**src/rtl/btt_pkg.sv**
```systemverilog
// Shared types and constants for the branch target table check block.
`timescale 1ns / 1ps
`default_nettype none
package btt_pkg;

  localparam int TABLE_DEPTH = 4096;
  localparam int IDX_W       = $clog2(TABLE_DEPTH);
  localparam int CNT_W       = $clog2(TABLE_DEPTH + 1);
  localparam int ADDR_W      = 64;
  localparam int CMD_W       = 2;
  localparam int IN_DATA_W   = 2 * ADDR_W;
  localparam int OUT_DATA_W  = 16;

  localparam logic [CMD_W-1:0] CMD_CHECK = 2'd0;
  localparam logic [CMD_W-1:0] CMD_PUSH  = 2'd1;
  localparam logic [CMD_W-1:0] CMD_RANGE = 2'd2;

  typedef enum logic [1:0] {
    VERDICT_VALID   = 2'd0,
    VERDICT_INVALID = 2'd1,
    VERDICT_UNKNOWN = 2'd2,
    VERDICT_NONE    = 2'd3
  } verdict_t;

  typedef enum logic [1:0] {
    OP_CHECK,
    OP_PUSH,
    OP_RANGE,
    OP_NONE
  } op_t;

  typedef struct packed {
    op_t               op;
    logic [ADDR_W-1:0] address;
    logic [ADDR_W-1:0] range_high;
  } req_t;

  typedef enum logic {
    BK_IDLE,
    BK_PROBE
  } back_state_t;

endpackage
`default_nettype wire

```
**src/rtl/btt_front.sv**
```systemverilog
// Front stage: accepts requests, decodes the command and registers them.
`timescale 1ns / 1ps
`default_nettype none
module btt_front
  import btt_pkg::*;
(
  input  wire logic                 clk,
  input  wire logic                 rst,
  input  wire logic                 s_axis_tvalid,
  output      logic                 s_axis_tready,
  input  wire logic [IN_DATA_W-1:0] s_axis_tdata,  // address, range_high
  input  wire logic [CMD_W-1:0]     s_axis_tuser,  // cmd
  output      logic                 req_valid,
  input  wire logic                 req_ready,
  output      req_t                 req
);

  logic vld;
  op_t  op_dec;

  always_comb begin
    case (s_axis_tuser)
      CMD_CHECK: op_dec = OP_CHECK;
      CMD_PUSH:  op_dec = OP_PUSH;
      CMD_RANGE: op_dec = OP_RANGE;
      default:   op_dec = OP_NONE;
    endcase
  end

  assign s_axis_tready = !vld || req_ready;
  assign req_valid     = vld;

  always_ff @(posedge clk) begin
    if (rst) begin
      vld <= 1'b0;
    end else if (s_axis_tready) begin
      vld <= s_axis_tvalid;
    end
  end

  always_ff @(posedge clk) begin
    if (s_axis_tvalid && s_axis_tready) begin
      req.op         <= op_dec;
      req.address    <= s_axis_tdata[ADDR_W-1:0];
      req.range_high <= s_axis_tdata[IN_DATA_W-1:ADDR_W];
    end
  end

endmodule
`default_nettype wire

```
**config.mk**
```make
export PLATFORM = sky130hd
export DESIGN_NAME = btt_front
export DESIGN_NICKNAME = d
export VERILOG_FILES = /design/src/rtl/btt_pkg.sv /design/src/rtl/btt_front.sv
export SDC_FILE = /design/constraint.sdc
export NUM_CORES = 1
export LEC_CHECK = 0
export BUFFER_PORTS_ARGS = -buffer_cell sky130_fd_sc_hd__buf_2
export CAP_MARGIN = 20
export CORE_ASPECT_RATIO = 0.9
export CORE_UTILIZATION = 35
export CTS_BUF_LIST = sky130_fd_sc_hd__clkbuf_16
export DETAILED_ROUTE_END_ITERATION = 12
export GPL_TIMING_DRIVEN = 0
export PLACE_DENSITY = 0.7
export SLEW_MARGIN = 40
export SYNTH_ARGS = -nofsm -noshare
export SYNTH_HDL_FRONTEND = slang
export SYNTH_SLANG_ARGS = --single-unit
```
**constraint.sdc**
```tcl
create_clock -name clk -period 2.2 [get_ports clk]
set_input_delay 0.33 -clock clk [delete_from_list [all_inputs] [get_ports clk]]
set_output_delay 0.33 -clock clk [all_outputs]
set_load 0.01 [all_outputs]
```
==> results.cfg, run 1 <==
[status]
status = completed

[yosys]
synth.distinct_cells = 7
synth_top_area_share_pct = 98.4
synthCells = 137
synth_area_leader_cell = edfxtp_1
syn_area_um2 = 3970
ys_ff_latch = 131
yosys_warnings = 0
synth_commonest_cells = edfxtp_1 (130), clkbuf_1 (2)
synthArstFlopShare_pct = 0
synth_flop_cell = edfxtp_1
netlist_top_cells_area = edfxtp_1 (98%), dfxtp_1 (0.50%), nand2b_4 (0.35%)
yosysSeqAreaShare_pct = 98.9
syn-num-nets = 271
synth.avg_cell_area_um2 = 29.0
synth_most_common_cell = edfxtp_1
synth_edf_count = 130

[clocking]
clk_pin_slew_ps = 60
htree_levels = 4
holdBufCountCts = 0
cts_sinks = 131
cts-root-buf = clkbuf_16
cts_buffers = 17
insertion_delay_ps = 410
cts_tree = done
post_cts_buffers = 0
cts_resized = 0
cts_buffer_depth = 2

[sta]
rsz0062_at_grt = no
tightestPinTransition_ps = 533
fmax_ghz = 0.632
fin_skew_ps = 8.75
setup_tns_ps = 0
fin_crit_sh_pct = 71.9
min_period_ps = 1580
max_slew_margin_pct = 64.5
setup_viol = 0
final_hold_viol_count = 0
slew_violations = 0

[critical_path]
rr_startpoint = req_valid
endpoint_kind = flop
cp_data_arrival_time_ps = 1670
path_class = reg -> reg
rrSetupSlack_ps = 620
crit_buf_inv = 1
worst_setup_path_start_kind = flop
slowest_stage = and2_4
ff2ff_path_depth = 3
path_cells = nand2b_4 > and2_4 > buf_12
regToRegEndpoint = req[45]
cp_top_family = simple AND/OR/NAND/NOR gates
worstPathMaxFanout = 48
required_ps = 2290
critPathMaxStageDelay_ps = 490

[global_routing]
grt_pass1_wl_mm = 11.7
grt_pass1_vias = 2394
grt.overflow.total = 0
grt_usage_pct = 14.2
grt_max_degree = 49
antenna_found_initial = 0

[place]
dpl-instance-area_um2 = 5510
hpwl_mm = 6.37
gp_congestion = 0.694
port-buffer-count = 263

[final_layout]
antenna-diode-count = 0
design_area_um2 = 6100
fin_nets = 555
drive_gt1_share_pct = 68.4
flow.area_growth_from_synthesis_pct = 53.9

[power_and_ir_drop]
p_sw_uw = 1230
seqPwrFrac_pct = 48.5
power_frac_clock_pct = 45.0
share_comb_of_total_power_pct = 6.6
p_leak_uw = 0.00262
ir_drop_v = 0.000819
p_per_area_nw_per_um2 = 999
swShare_pct = 20.1
power.internal_uw = 4870

[detailed_routing]
vias_per_cell = 4.19
ant_nets = 0
routed_wl_mm = 8.48
drc = 0
drt_iter0_drc = 103
wl_per_cell_um = 14.5
firstDrtPassIters = 4
vias = 2453

[die]
io_pins = 266
core_area_um2 = 10900
num_rows = 36
fp.dieH_um = 103
die_area_um2 = 11800
initial_core_util_pct = 36.2
die_x_um = 114

[min_path]
hp-start = rst
min_to = req_valid
hold_depth = 2
hold_class = in -> reg

[flow_run]
cap_viol_max_count = 0
power groups by stage:
stage / sequential (µW) / clock, µW / combinational [µW]
floorplan: 3090 / 0 / 49.1
global placement: 3010 / 0 / 387
detailed placement: 3010 / 0 / 409
CTS: 2960 / 2820 / 409
global route: 2970 / 2910 / 437
finish: 2950 / 2740 / 401
worst max path at each step:
stage                     depth (start not counted)       from        to  slack, ps
after CTS                                         3  req_valid   req[45]        610
after global placement                            3  req_ready   req[89]          4
after floorplan                                   2  req_ready    req[0]        350
final                                             3  req_valid   req[45]        620
after detailed placement                          4  req_ready   req[78]        480
after global routing                              3  req_valid  req[118]        530
layout by cell type (no fill, tap or decap):
| cell type | synthesis | final |
|---|---|---|
| clkinv_2 | 0 | 2 |
| clkinvlp_4 | 0 | 5 |
| and2_4 | 1 | 1 |
| buf_12 | 0 | 2 |
| dfxtp_1 | 1 | 1 |
| nand2b_4 | 1 | 1 |
| a21oi_2 | 1 | 1 |
| bufinv_16 | 0 | 3 |
| clkbuf_1 | 2 | 2 |
| edfxtp_1 | 130 | 130 |
| clkbuf_16 | 0 | 17 |
| clkinv_1 | 0 | 1 |
| clkinv_4 | 0 | 1 |
| inv_6 | 0 | 1 |
| inv_1 | 1 | 3 |
| buf_2 | 0 | 263 |
registers in the layout (all words and copies together) (netlist names):
register,count
req,130
req_valid,1
worst register-to-register path, cell delays in order, from the launching register on:
cell      delay [ps]
dfxtp_1          330
nand2b_4          80
and2_4           490
buf_12           320
cell families after synthesis:
family                 after synthesis  share of synthesized area (%)
DFF                                131                           98.9
AOI/OAI and AO/OA                    1                          0.221
buffers and inverters                3                          0.284
and+or+nand+nor                      2                          0.568
final cells by class:
type | count | area (µm²)
clock buffers | 17 | 425
repair buffers | 265 | 1360
flip-flops and latches | 131 | 3920
inverters | 1 | 3.75
fillers | 885 | 4840
well taps | 152 | 190
multi-input cells | 3 | 31.3
plain buffers | 2 | 7.51
clock inverters | 15 | 166
per-layer routing:
metal / vias to the layer above / track usage [%] / share of wire [%]
met2: 168 / 23.1 / 52
li1: 1125 / - / -
met5: - / 0 / 0
met3: 16 / 8.47 / 11
met4: 0 / 8.79 / 2.2
met1: 1144 / 13.9 / 34
per-stage QoR:
stage          worst slack, ps  total power, µW  std cells  util (%)  hold slack (ps)
5_1_grt                    533             6320        586      55.8             57.4
2_1_floorplan              355             3140        137         -              392
6_report                   619             6100        586      55.8             73.2
3_3_place_gp              3.96             3390        552      50.0              490
4_1_cts                    611             6180        586      55.8             52.1
3_5_place_dp               484             3410        554      50.4              495
Power figures use the tool's default switching activity.
==> run 2: changes to the inputs <==
Settings changed: ABC_AREA from default to 1.
Clock period 2.2 ns to 1.5 ns, I/O delays scaled along.
==> run 2 against run 1 <==
Net effect:
- the run now fails in clock tree synthesis (4_1_cts)
- synthesized cell count increased by 0.73%
- synthesized area shrank 0.19%
==> results.cfg, run 2 <==
[yosys]
yosys_warnings = 0
yosysSeqAreaShare_pct = 99.1
syn_area_um2 = 3960
synthArstFlopShare_pct = 0
synth.distinct_cells = 8
netlist_top_cells_area = edfxtp_1 (99%), dfxtp_1 (0.51%), a21oi_2 (0.22%)
synth_commonest_cells = edfxtp_1 (130), clkbuf_1 (2)
synth_edf_count = 130
synthCells = 138
ys_ff_latch = 131
synth_area_leader_cell = edfxtp_1
synth.avg_cell_area_um2 = 28.7
synth_top_area_share_pct = 98.6
synth_flop_cell = edfxtp_1
synth_most_common_cell = edfxtp_1
syn-num-nets = 272

[status]
status = did not finish
error = [ERROR RSZ-0060] Max buffer count reached.
stop_stage = clock tree synthesis (4_1_cts)

[clocking]
cts-root-buf = clkbuf_16
holdBufCountCts = 120
cts_buffer_depth = 2
cts_resized = 1
post_cts_buffers = 5
htree_levels = 4
cts_sinks = 131
cts_buffers = 17

[die]
die_x_um = 114
initial_core_util_pct = 36.3
io_pins = 266
num_rows = 36
fp.dieH_um = 103

[place]
hpwl_mm = 6.69
post-place-ws_ps = -347
gp_congestion = 0.718
dpl-instance-area_um2 = 5600
port-buffer-count = 263
dp.cells = 560
-- run 2: changes by cell type after synthesis, sizes merged --
| cell | change |
|---|---|
| inv | +1 |
| nand2 | +1 |
| nand2b | -1 |
| and2 | -1 |
| a21oi | +1 |
-- run 2: cells by family after synthesis --
| kind of cell | synth area share [%] |
|---|---|
| flops | 99.1 |
| buf+inv | 0.379 |
| compound gates | 0.348 |
| simple gates | 0.158 |
-- run 2: stage by stage --
| stage | TNS [ps] | hold slack [ps] |
|---|---|---|
| after global placement | -281570 | 381 |
| after detailed placement | -18810 | 382 |
| after floorplan | -186420 | 280 |
==> run 3: changes to the inputs <==
Settings changed: CORE_ASPECT_RATIO 0.9 to default, CORE_UTILIZATION 35 to 20, CTS_BUF_LIST sky130_fd_sc_hd__clkbuf_16 to default, PLACE_DENSITY 0.7 to default, PLACE_DENSITY_LB_ADDON from default to 0.15.
==> run 3 against run 2 <==
Net effect:
- the flow now finishes without violations
- synthesized cell count unchanged
- synthesized area unchanged
==> results.cfg, run 3 <==
[place]
port-buffer-count = 263
dp.cells = 674
gp_congestion = 0.648
hpwl_mm = 7.27
post-place-ws_ps = -271

[clocking]
cts-root-buf = clkbuf_16
cts_tree = done
cts_sinks = 131
cts_buffer_depth = 2
insertion_delay_ps = 400
cts_resized = 0
htree_levels = 4
cts_buffers = 17
clk_pin_slew_ps = 60

[yosys]
synthArstFlopShare_pct = 0
yosys_warnings = 0
netlist_top_cells_area = edfxtp_1 (99%), dfxtp_1 (0.51%), a21oi_2 (0.22%)
synth_commonest_cells = edfxtp_1 (130), clkbuf_1 (2)
synth.distinct_cells = 8
synth_area_leader_cell = edfxtp_1
synth_most_common_cell = edfxtp_1
synth_edf_count = 130
ys_ff_latch = 131
syn-num-nets = 272
synth_flop_cell = edfxtp_1
synthCells = 138
yosysSeqAreaShare_pct = 99.1
synth_top_area_share_pct = 98.6
syn_area_um2 = 3960
synth.avg_cell_area_um2 = 28.7

[detailed_routing]
firstDrtPassIters = 4
drt_iter0_drc = 71
vias_per_cell = 3.54
routed_wl_mm = 10.6
vias = 2967
drc = 0
ant_nets = 0
wl_per_cell_um = 12.6

[final_layout]
final_common_cell = buf_2
top_register = req
drive_gt1_share_pct = 53.8
largest_register_ffs = 130
antenna-diode-count = 0
multi_input_area_um2 = 31.3
flow.area_growth_from_synthesis_pct = 93.9
register_area_um2 = 3930
final_cell_mix = buf_2 (263), dlygate4sd3_1 (131), edfxtp_1 (130)
nFillCells = 1800
fin_cells = 838
fin_nets = 694

[critical_path]
crit_top_cell = buf_8
path_cells = a21oi_4 > buf_8 > buf_8 > buf_8
cp_data_arrival_time_ps = 1520
path_class = reg -> reg
worstPathMaxFanout = 19
required_ps = 1610
worst_setup_path_start_kind = flop
slowest_stage = dfxtp_2
critPathMaxStageDelay_ps = 340
endpoint_kind = flop

[global_routing]
grt_use_met1_pct = 10.0
grt_pass1_wl_mm = 15.1
gr-max-usage-layer = met2
antenna_found_initial = 0
grt.overflow.total = 0
met3_usage_pct = 5.10
grt_usage_pct = 10.1
grt_max_degree = 20
met2_usage_pct = 17.8
grt_pass1_vias = 3079

[power_and_ir_drop]
p_per_area_nw_per_um2 = 1220
ir_drop_v = 0.000702
p_leak_uw = 0.00322
power.total_uw = 9390

[sta]
slew_violations = 0
hold-worst-slack_ps = 81.7
setup_ws_ps = 91.9
fmax_ghz = 0.710
rsz0062_at_grt = no
setup_viol = 0
tightestPinTransition_ps = 185
final_hold_viol_count = 0
fin_skew_ps = 6.62
fin_crit_sh_pct = 93.9
setup_tns_ps = 0
min_period_ps = 1410
max_slew_margin_pct = 87.6

[status]
status = completed

[min_path]
hold_class = in -> reg

[die]
core_area_um2 = 19500
num_rows = 51
die_area_um2 = 20400
io_pins = 266
die_x_um = 143
initial_core_util_pct = 20.3
fp.dieH_um = 143

[flow_run]
cap_viol_max_count = 0
-- run 3: path summary, 6_finish.rpt --
kind         startpoint         to  slack, ps  cells after the start
min reg2reg   req_valid  req_valid        490                      2
max           req_valid     req[5]         90                      4
min           req_ready  req_valid         80                      4
max reg2reg   req_valid     req[5]         90                      4
-- run 3: power by group --
group          leakage [µW]  switching [µW]  total [µW]  internal, µW
Sequential          0.00127            46.9        4330          4280
Combinational       0.00167             389         913           524
Clock              0.000278            1660        4140          2490
-- run 3: area by class of cell --
| cell class | instances | area share, % |
|---|---|---|
| sequential | 131 | 51.1 |
| timing repair buffer | 403 | 36.2 |
| clock buffer | 17 | 5.54 |
| tap | 265 | 4.32 |
| clock inverter | 15 | 2.17 |
| multi-input combinational | 3 | 0.408 |
| buffer | 2 | 0.0978 |
| inverter | 2 | 0.0978 |
-- run 3: cell families (layout without fill, tap and decap cells) --
logic type | Yosys count | in the layout | synth area share (%)
and+or+nand+nor | 1 | 1 | 0.158
buffers and inverters | 4 | 439 | 0.379
AOI/OAI and AO/OA | 2 | 2 | 0.348
DFF | 131 | 131 | 99.1
-- run 3: routing by layer --
layer  routed length (µm)  part of all wire, %  up-vias
met5                    0                    0        -
met4                  132                  1.2        0
met3                  946                  8.9        8
met2                 5630                   53      147
met1                 3870                   37     1406
li1                     -                    -     1406
-- run 3: worst max-delay path: cells and delay by family (launching register included) --
kind | cells | cell delay, ps
buf+inv | 3 | 560
flops | 1 | 340
compound gates | 1 | 190
-- run 3: stage by stage --
step | utilization (%) | cell area, µm²
after floorplan | - | 3970
after global placement | 28.9 | 5620
after detailed placement | 29.6 | 5760
after CTS | 39.4 | 7670
after global routing | 39.4 | 7670
final | 39.4 | 7670
-- run 3: timing repair --
action                                  CTS  global route
hold buffers                            131             0
endpoints found under the setup margin   95             0
buffers inserted                          1             0
hold endpoints to repair                131             0
