[src/rtl/btt_pkg.sv]
// Shared types and constants for the branch target table check block.
`timescale 1ns / 1ps
`default_nettype none
package btt_pkg;

  localparam int TABLE_DEPTH = 4096;
  localparam int IDX_W       = $clog2(TABLE_DEPTH);
  localparam int CNT_W       = $clog2(TABLE_DEPTH + 1);
  localparam int ADDR_W      = 64;
  localparam int CMD_W       = 2;
  localparam int IN_DATA_W   = 2 * ADDR_W;
  localparam int OUT_DATA_W  = 16;

  localparam logic [CMD_W-1:0] CMD_CHECK = 2'd0;
  localparam logic [CMD_W-1:0] CMD_PUSH  = 2'd1;
  localparam logic [CMD_W-1:0] CMD_RANGE = 2'd2;

  typedef enum logic [1:0] {
    VERDICT_VALID   = 2'd0,
    VERDICT_INVALID = 2'd1,
    VERDICT_UNKNOWN = 2'd2,
    VERDICT_NONE    = 2'd3
  } verdict_t;

  typedef enum logic [1:0] {
    OP_CHECK,
    OP_PUSH,
    OP_RANGE,
    OP_NONE
  } op_t;

  typedef struct packed {
    op_t               op;
    logic [ADDR_W-1:0] address;
    logic [ADDR_W-1:0] range_high;
  } req_t;

  typedef enum logic {
    BK_IDLE,
    BK_PROBE
  } back_state_t;

endpackage
`default_nettype wire

[src/rtl/btt_queue.sv]
// Two-entry request queue between the front and back stages.
`timescale 1ns / 1ps
`default_nettype none
module btt_queue
  import btt_pkg::*;
(
  input  wire logic clk,
  input  wire logic rst,
  input  wire logic in_valid,
  output      logic in_ready,
  input  wire req_t in_req,
  output      logic out_valid,
  input  wire logic out_ready,
  output      req_t out_req
);

  req_t       slots [2];
  logic       wr_ptr;
  logic       rd_ptr;
  logic [1:0] fill;
  logic       push;
  logic       pop;

  assign in_ready  = (fill != 2'd2);
  assign out_valid = (fill != 2'd0);
  assign out_req   = slots[rd_ptr];
  assign push      = in_valid && in_ready;
  assign pop       = out_valid && out_ready;

  always_ff @(posedge clk) begin
    if (rst) begin
      wr_ptr <= 1'b0;
      rd_ptr <= 1'b0;
      fill   <= 2'd0;
    end else begin
      if (push) wr_ptr <= !wr_ptr;
      if (pop)  rd_ptr <= !rd_ptr;
      case ({push, pop})
        2'b10:   fill <= fill + 2'd1;
        2'b01:   fill <= fill - 2'd1;
        default: fill <= fill;
      endcase
    end
  end

  always_ff @(posedge clk) begin
    if (push) begin
      slots[wr_ptr] <= in_req;
    end
  end

endmodule
`default_nettype wire

[config.mk]
export PLATFORM = sky130hd
export DESIGN_NAME = btt_queue
export DESIGN_NICKNAME = d
export VERILOG_FILES = /design/src/rtl/btt_pkg.sv /design/src/rtl/btt_queue.sv
export SDC_FILE = /design/constraint.sdc
export NUM_CORES = 1
export LEC_CHECK = 0
export BUFFER_PORTS_ARGS = -buffer_cell sky130_fd_sc_hd__buf_2
export CAP_MARGIN = 20
export CORE_MARGIN = 8
export CORE_UTILIZATION = 52
export DETAILED_ROUTE_END_ITERATION = 8
export GPL_TIMING_DRIVEN = 0
export HOLD_SLACK_MARGIN = 0.06
export PLACE_DENSITY_LB_ADDON = 0.25
export SLEW_MARGIN = 20
export SYNTH_ARGS = -nofsm -noshare
export SYNTH_HDL_FRONTEND = slang
export SYNTH_SLANG_ARGS = --single-unit
[constraint.sdc]
create_clock -name clk -period 4.83 [get_ports clk]
set_input_delay 0.966 -clock clk [delete_from_list [all_inputs] [get_ports clk]]
set_output_delay 0.966 -clock clk [all_outputs]
set_load 0.05 [all_outputs]
==> out/summary.txt, run 1 <==
initial antenna violation count -> 2
path depth of the worst reg2reg path -> 4
area delta synth->final -> 25.1%
Critical R2R Capture -> slots[0][61]
Die W -> 152 microns
post-layout min period -> 3000 ps
Clock Path Buffers -> 3
Hold Vio Cnt, Final -> 0
Port-buffer cells -> 265
warnings from Yosys -> 0
HPWL Detailed -> 13700 microns
Initial Util -> 53.2%
core area -> 0.0180 sq mm
Antenna Violating Nets Remaining -> 0
Rel. slew slack -> 65.1%
via count of the routed design -> 4988
clock skew -> 6.72 ps
post-synthesis sequential area ratio -> 82.5%
clock root cell -> clkbuf_16
most used cell, CP -> buf_2
syn_nets -> 563
FILL cells -> 1283
flops & latches, synth -> 265
largest fanout on the critical path -> 10
Crit Reg-Reg Startpoint -> fill[0]
hold path depth -> 2
# DRC -> 0
Iteration-0 DRC Markers -> 188
gr ovfl total -> 0
die area -> 0.0230 sq mm
final hold slack -> 536 ps
CP Capture Type -> output pin
power density cells -> 629 mW/mm^2
Crit Path Class -> flop to output pin
slowest CP cell -> mux2_2
Max Clock Freq -> 333 MHz
first drt pass iteration count -> 6
worst-path cell chain -> buf_2 > buf_4 > mux2_2 > buf_2
FF-to-FF setup slack -> 2730 ps
Worst path max stage delay -> 360 ps
RSZ-0062 raised after global routing -> no
post-CTS setup buffers -> 0
Reg area -> 0.00791 sq mm
crit-path leading delay family -> buffers and inverters
CTS HTree Levels -> 1
largest net degree at the start of global routing -> 69
DRT Wirelength -> 19700 microns
Least-Margin Pin Slew -> 523 ps
All-Layer GR Usage -> 16.2%
final instance area -> 0.0120 sq mm
vias per inst -> 5.15
layout cells sized above 1 -> 60.4%
first-pass GRT wire length -> 28800 microns
Clk pin slew, worst setup/hold paths -> 60 ps
CP arrival -> 2040 ps
final-report setup violation count -> 0
CTS tree -> yes
hold crit path type -> flop to flop
placed instance area -> 0.0113 sq mm
Worst Hold Launch -> rd_ptr
worst skew pair latency -> 510 ps
mean post-synth cell area -> 22.4 sq um
Tot Pwr -> 7.54 mW
status -> finished, final reports clean
VDD IR max -> 0.000515 V
cts bufs inserted -> 25
final core utilization -> 66.5%
share of the synthesized area in the top cell type -> 81.4%
Routed wire per std cell -> 20.3 microns
vias in the first global route -> 5439
Synth Instances -> 428
Final Max Tran Viols -> 0
final worst path period share -> 62.2%
startpoint type of the worst setup path -> flop
commonest non-fill, non-tap cells in the layout -> 269 x buf_2, 260 x edfxtp_1, 130 x mux2_2
clk sinks -> 265
Final nets -> 858
PostCTS Resize Cnt -> 0
Distinct cells, synth -> 20
Cell Area, Synth -> 0.00959 sq mm
die height -> 152 microns
Crit path buffers/inverters -> 3
Rows -> 49
hold_buf cts -> 0
most common cell after layout, fill and taps aside -> buf_2
max-cap violation count -> 0
leading area contributor after synthesis -> edfxtp_1
Area contributors post-synth -> edfxtp_1 81%, mux2_2 15%, dfxtp_1 1.0%, buf_4 0.78%, buf_2 0.21%
WP data required -> 3860 ps
GP Congestion -> 0.686
IO Pins -> 266
Lkg Pwr -> 4.50 nW
multi-input combinational cell area -> 0.00159 sq mm
==> worst max-delay path by stage <==
stage / startpoint / endpoint / slack, ps / cells past startpoint
floorplan: fill[0] / slots[1][0] / 280 / 2
global placement: in_valid / slots[1][64] / -1190 / 2
finish: flop / out_req[76] / 1830 / 4
global route: flop / out_req[115] / 1730 / 4
detailed placement: flop / out_req[115] / 2320 / 4
CTS: flop / out_req[115] / 1760 / 4
==> final cells by class <==
class                   instances  area share [%]
diodes                          1          0.0209
plain buffers                  14           0.793
clock buffers                  32            5.43
clock inverters                10           0.365
inverters                       1          0.0939
multi-input cells             148            13.2
flip-flops and latches        265            65.9
well taps                     229            2.39
repair buffers                268            11.7
==> registers in the layout, summed over array words and instances, names as in the netlist, named ones only <==
signal	count
wr_ptr	1
rd_ptr	1
fill	2
slots	260
==> through the flow <==
step	setup TNS [ps]	std cells	setup WS [ps]
detailed placement	0	925	2320
global placement	-225330	922	-1190
finish	0	968	1830
global route	0	967	1730
floorplan	0	428	276
CTS	0	967	1760
==> worst reg2reg max path: stages, from the launching register on <==
cell and delay, ps:
dfxtp_1 410, nand2b_1 230, nand3b_1 230, inv_8 400
buf_16 430
==> cells in the mapped netlist <==
| cell | number |
|---|---|
| a21bo_2 | 1 |
| a21oi_1 | 2 |
| and3_1 | 1 |
| buf_2 | 4 |
| buf_4 | 10 |
| dfxtp_1 | 5 |
| edfxtp_1 | 260 |
| ha_1 | 1 |
| inv_1 | 1 |
| mux2_2 | 130 |
| nand2_1 | 1 |
| nand2b_1 | 1 |
| nand3b_1 | 1 |
| nor2_1 | 3 |
| o21a_1 | 1 |
| o21ai_0 | 1 |
| or2_2 | 1 |
| or3_1 | 1 |
| xnor2_1 | 2 |
| xor2_1 | 1 |
==> routing by layer <==
layer	GRT usage, %	wire length [microns]
met1	18.7	7410
met2	28.5	10000
met3	5.38	1970
met4	3.82	240
met5	0	28
==> logic make-up (layout without fill, tap and decap cells) <==
group                    Yosys count  count (layout)  synth area share, %
flip-flops                       265             265                 82.5
multiplexers                     130             130                 15.3
buffers and inverters             15             325                 1.03
AND/OR/NAND/NOR                    9               9                0.496
AO/OA/AOI/OAI                      5               5                0.339
XOR/XNOR                           3               3                0.274
adder cells (fa/ha/maj)            1               1                0.130
other                              0               1                    0
==> where the power goes <==
group	internal (mW)	leakage [nW]	switching [mW]	total, mW
Combinational	0.789	1.68	2.08	2.87
Sequential	2.90	2.47	0.0758	2.97
Clock	0.943	0.344	0.753	1.70
Total	4.63	4.50	2.91	7.54
(Power assumes the default switching activity.)
==> run 2, diff against run 1 <==
- clock period: 4.83 -> 3.1 ns (I/O delays scaled with it)
==> run 2 against run 1 <==
Against the previous run:
- clock skew up 2.4 ps
- global-route usage grew 0.59 points
- critical path depth stayed put
- non-clock buffer count up 3
- hold slack worse by 240 ps
- count of clock-buffer cells in the layout increased by 1
- clock power is 78% higher
- die area is the same
- sequential share of layout area shrank 1.1 points
- critical path type unchanged
==> out/summary.txt, run 2 (synthesis results as in run 1) <==
Max Clock Freq -> 375 MHz
die height -> 152 microns (unchanged)
post-CTS setup buffers -> 0 (unchanged)
HPWL Detailed -> 14500 microns (+5.2%)
clock skew -> 9.13 ps (+2.41 ps)
Final nets -> 862 (+0.47%)
first drt pass iteration count -> 4 (-2)
VDD IR max -> 0.000602 V (+17%)
WP data required -> 2480 ps (-1380 ps)
most common cell after layout, fill and taps aside -> buf_2
clock root cell -> clkbuf_16
worst-path cell chain -> buf_2 > buf_4 > mux2_2 > buf_2
slowest CP cell -> dfxtp_1
startpoint type of the worst setup path -> flop
status -> finished, final reports clean
Worst path max stage delay -> 360 ps (about the same)
post-layout min period -> 2670 ps
Antenna Violating Nets Remaining -> 0 (unchanged)
max-cap violation count -> 0 (unchanged)
worst skew pair latency -> 510 ps (about the same)
Clk pin slew, worst setup/hold paths -> 60 ps (about the same)
Crit Reg-Reg Startpoint -> fill[0]
clk sinks -> 265 (unchanged)
die area -> 0.0230 sq mm (unchanged)
final hold slack -> 295 ps (-241 ps)
# DRC -> 0 (unchanged)
CP Capture Type -> output pin
Iteration-0 DRC Markers -> 238 (+27%)
CTS HTree Levels -> 1 (unchanged)
final core utilization -> 67.7% (+1.1 points)
vias in the first global route -> 5456 (+0.31%)
Largest Register -> slots
IO Pins -> 266 (unchanged)
Lkg Pwr -> 4.58 nW (+1.8%)
core area -> 0.0180 sq mm (unchanged)
layout cells sized above 1 -> 60.9% (+0.42 points)
final worst path period share -> 86.0%
FF-to-FF setup slack -> 1020 ps (-1710 ps)
final instance area -> 0.0122 sq mm (+1.7%)
number of flip-flops in the largest register -> 260 (unchanged)
power density cells -> 1000 mW/mm^2 (+59%)
Hold Vio Cnt, Final -> 0 (unchanged)
RSZ-0062 raised after global routing -> no
Clock Path Buffers -> 3 (unchanged)
vias per inst -> 5.12 (-0.71%)
Initial Util -> 53.2% (unchanged)
CP arrival -> 2050 ps (about the same)
Die W -> 152 microns (unchanged)
placed instance area -> 0.0114 sq mm (+0.50%)
hold_buf cts -> 0 (unchanged)
hold crit path type -> primary input to flop
via count of the routed design -> 5004 (+0.32%)
Least-Margin Pin Slew -> 715 ps (+192 ps)
commonest non-fill, non-tap cells in the layout -> 269 x buf_2, 260 x edfxtp_1, 130 x mux2_2
Rows -> 49 (unchanged)
FILL cells -> 1247 (-2.8%)
PostCTS Resize Cnt -> 0 (unchanged)
Rel. slew slack -> 52.3% (-13 points)
cts bufs inserted -> 26 (+4.0%)
Final Max Tran Viols -> 0 (unchanged)
Critical R2R Capture -> slots[0][28]
gr ovfl total -> 0 (unchanged)
most used cell, CP -> buf_2
Worst Setup EP -> out_req[102]
final-report setup violation count -> 0 (unchanged)
initial antenna violation count -> 3 (+1)
CTS tree -> yes
Top Registers -> slots: 260 flops, fill: 2 flops
Port-buffer cells -> 265 (unchanged)
DRT Wirelength -> 19900 microns (+1.1%)
Routed wire per std cell -> 20.3 microns (about the same)
GP Congestion -> 0.704 (+2.7%)
area delta synth->final -> 27.2%
first-pass GRT wire length -> 29600 microns (+3.0%)
largest net degree at the start of global routing -> 48 (-30%)
All-Layer GR Usage -> 16.8% (+0.59 points)
Crit Path Class -> flop to output pin
largest fanout on the critical path -> 10 (unchanged)
path depth of the worst reg2reg path -> 5 (+1)
[run 2: changes by cell type in the layout (fill, tap and decap cells not counted), moves of 2 or more]
cell | previous run | this run
buf_12 | 0 | 4
clkinv_1 | 5 | 7
bufinv_16 | 0 | 3
clkinv_2 | 5 | 3
diode_2 | 1 | 3
clkinvlp_4 | 0 | 2
clkbuf_16 | 25 | 27
[run 2: layout make-up]
type | count | area (sq um) | area share (%)
Timing Repair Buffer | 271 | 1460 | 12.0
Clock buffer | 33 | 698 | 5.72
Multi-Input combinational cell | 148 | 1600 | 13.1
Inverter | 1 | 7.51 | 0.0615
Tap cell | 229 | 287 | 2.35
Antenna cell | 3 | 7.51 | 0.0615
Clock inverter | 14 | 139 | 1.14
Sequential cell | 265 | 7910 | 64.8
Buffer | 14 | 95.1 | 0.780
[run 2: worst min-delay path by stage]
stage                     startpoint           end  slack (ps)  cells after the start
final                     in_req[13]  slots[0][13]         300                      1
after floorplan               rd_ptr          flop         480                      2
after detailed placement      rd_ptr        rd_ptr         510                      2
after global routing      in_req[80]  slots[1][80]         270                      1
after CTS                 in_req[16]  slots[0][16]         280                      1
after global placement        rd_ptr        rd_ptr         500                      2
[run 2: critical path: cells and delay by family, from the launching register on]
family | cells | cell delay [ps]
muxes | 1 | 360
DFF | 1 | 360
buffers and inverters | 3 | 820
[run 2: metrics by stage]
step / cells / power [mW] / TNS [ps] / worst slack, ps
2_1_floorplan: 428 / 8.19 / 0 / 26.6
3_3_place_gp: 922 / 9.15 / -180980 / -1020
3_5_place_dp: 928 / 9.28 / 0 / 803
4_1_cts: 975 / 12.3 / 0 / 363
5_1_grt: 977 / 12.7 / 0 / 334
6_report: 978 / 12.2 / 0 / 434
[run 2: routing by layer]
layer  up-vias  routed length, microns  track usage (%)
met4         2                     497             6.08
met2       187                   10400             30.1
met1      2467                    7270             18.9
met5         -                      15                0
li1       2317                       -                -
met3        31                    1680             4.37
[run 2: power by group]
| part | leakage, nW | switching [mW] | internal (mW) | total (mW) |
|---|---|---|---|---|
| logic | 1.70 | 3.25 | 1.27 | 4.52 |
| registers | 2.47 | 0.124 | 4.52 | 4.64 |
| clock network | 0.405 | 1.20 | 1.83 | 3.03 |
==> run 3, diff against run 2 <==
- CORE_UTILIZATION: 52 -> 54
- CTS_BUF_LIST: default -> sky130_fd_sc_hd__clkbuf_8
==> run 3 against run 2 <==
Against the previous run:
- final cell count is 2.1% higher
- power is 4.8% lower
- sequential share of layout area is 0.71 points higher
- first-iteration DRC count is 17% lower
- hold slack worse by 7.7 ps
- combinational power hardly changed
- utilization is 1.8 points higher
- clock skew is 3.4 ps higher
- critical endpoint is now out_req[60]
==> out/summary.txt, run 3 (synthesis results as in run 1) <==
WP data required -> 2480 ps (about the same)
Reg area -> 0.00791 sq mm (unchanged)
Tot Pwr -> 11.6 mW (-4.8%)
layout cells sized above 1 -> 60.7% (-0.16 points)
GP Congestion -> 0.727 (+3.2%)
vias in the first global route -> 5622 (+3.0%)
first-pass GRT wire length -> 29000 microns (-2.1%)
final-report setup violation count -> 0 (unchanged)
worst-path cell chain -> buf_2 > buf_4 > mux2_2 > buf_2
status -> finished, final reports clean
Antenna Violating Nets Remaining -> 0 (unchanged)
Initial Util -> 55.2% (+2.0 points)
setup_tns -> 0 ps (unchanged)
initial antenna violation count -> 5 (+2)
FILL cells -> 1152 (-7.6%)
Crit path buffers/inverters -> 3 (unchanged)
final instance area -> 0.0121 sq mm (-1.1%)
DRT Wirelength -> 19300 microns (-2.7%)
HPWL Detailed -> 14000 microns (-3.3%)
vias per inst -> 5.03 (-1.7%)
Setup WS post-layout -> 441 ps (+6.35 ps)
most common cell after layout, fill and taps aside -> buf_2
final worst path period share -> 85.8% (-0.20 points)
PostCTS Resize Cnt -> 0 (unchanged)
Top Registers -> slots: 260 flops, fill: 2 flops
die area -> 0.0223 sq mm (-3.3%)
GR Util met1 -> 18.1% (-0.76 points)
core area -> 0.0174 sq mm (-3.7%)
clk sinks -> 265 (unchanged)
# DRC -> 0 (unchanged)
clock root cell -> clkbuf_8
Hold Vio Cnt, Final -> 0 (unchanged)
commonest non-fill, non-tap cells in the layout -> 269 x buf_2, 260 x edfxtp_1, 130 x mux2_2
Worst path max stage delay -> 380 ps (+20 ps)
worst skew pair latency -> 520 ps (about the same)
Rows -> 48 (-2.0%)
Post-Place Cells -> 924 (-0.43%)
clock skew -> 12.5 ps (+3.41 ps)
CP arrival -> 2040 ps (about the same)
GR Util met3 -> 6.49% (+2.1 points)
Lkg Pwr -> 4.58 nW (about the same)
hold crit path type -> primary input to flop
CP Capture Type -> output pin
Finished Layout Cells -> 999 (+2.1%)
pre-CTS WS -> 915 ps (+113 ps)
Rel. slew slack -> 71.6% (+19 points)
IO Pins -> 266 (unchanged)
Final nets -> 878 (+1.9%)
largest fanout on the critical path -> 10 (unchanged)
FF-to-FF setup slack -> 1170 ps (+150 ps)
CTS tree -> yes
cts bufs inserted -> 42 (+62%)
first drt pass iteration count -> 4 (unchanged)
most used cell, CP -> buf_2
Least-Margin Pin Slew -> 426 ps (-289 ps)
via count of the routed design -> 5025 (+0.42%)
die height -> 149 microns (-1.7%)
Clock Path Buffers -> 3 (unchanged)
Routed wire per std cell -> 19.4 microns (-4.7%)
final hold slack -> 288 ps (-7.70 ps)
power density cells -> 962 mW/mm^2 (-3.7%)
CTS HTree Levels -> 2 (+1)
gr ovfl total -> 0 (unchanged)
slowest CP cell -> dfxtp_1
crit-path leading delay family -> buffers and inverters
Final Max Tran Viols -> 0 (unchanged)
Clk pin slew, worst setup/hold paths -> 60 ps (about the same)
placed instance area -> 0.0113 sq mm (about the same)
final core utilization -> 69.5% (+1.8 points)
GRT met2 Usage -> 29.1% (-0.99 points)
startpoint type of the worst setup path -> flop
post-CTS setup buffers -> 0 (unchanged)
post-layout min period -> 2660 ps (-6.35 ps)
multi-input combinational cell area -> 0.00160 sq mm (unchanged)
hold_buf cts -> 0 (unchanged)
busiest grt layer -> met2
All-Layer GR Usage -> 16.9% (+0.16 points)
number of flip-flops in the largest register -> 260 (unchanged)
Iteration-0 DRC Markers -> 197 (-17%)
Largest Register -> slots
largest net degree at the start of global routing -> 57 (+19%)
Die W -> 149 microns (-1.7%)
VDD IR max -> 0.000620 V (+3.0%)
Port-buffer cells -> 265 (unchanged)
area delta synth->final -> 25.8%
RSZ-0062 raised after global routing -> no
Crit Path Class -> flop to output pin
max-cap violation count -> 0 (unchanged)
Max Clock Freq -> 376 MHz (+0.24%)
run 3: layout make-up:
| class | instances | area share, % |
|---|---|---|
| plain buffers | 14 | 0.788 |
| repair buffers | 271 | 12.1 |
| flip-flops and latches | 265 | 65.5 |
| multi-input cells | 148 | 13.2 |
| clock buffers | 43 | 4.91 |
| clock inverters | 29 | 0.975 |
| inverters | 1 | 0.0622 |
| diodes | 3 | 0.0622 |
| well taps | 225 | 2.33 |
run 3: report_power, final:
part | total, mW | internal (mW) | switching [mW] | leakage [nW]
Combinational | 4.51 | 1.27 | 3.24 | 1.70
Clock | 2.47 | 1.28 | 1.19 | 0.404
Sequential | 4.64 | 4.52 | 0.121 | 2.47
Total | 11.6 | 7.06 | 4.55 | 4.58
run 3: metal layers:
layer  share of wire, %  vias to the layer above
met1                 36                     2427
met2                 51                      203
met5               0.12                        -
met3                9.7                       43
li1                   -                     2348
met4                2.7                        4
run 3: worst paths after layout:
path | from | end | depth (start not counted)
setup reg to reg | fill[0] | slots[0][35] | 5
setup / recovery | flop | out_req[60] | 4
hold / removal | in_req[4] | slots[0][4] | 1
hold reg to reg | rd_ptr | rd_ptr | 2
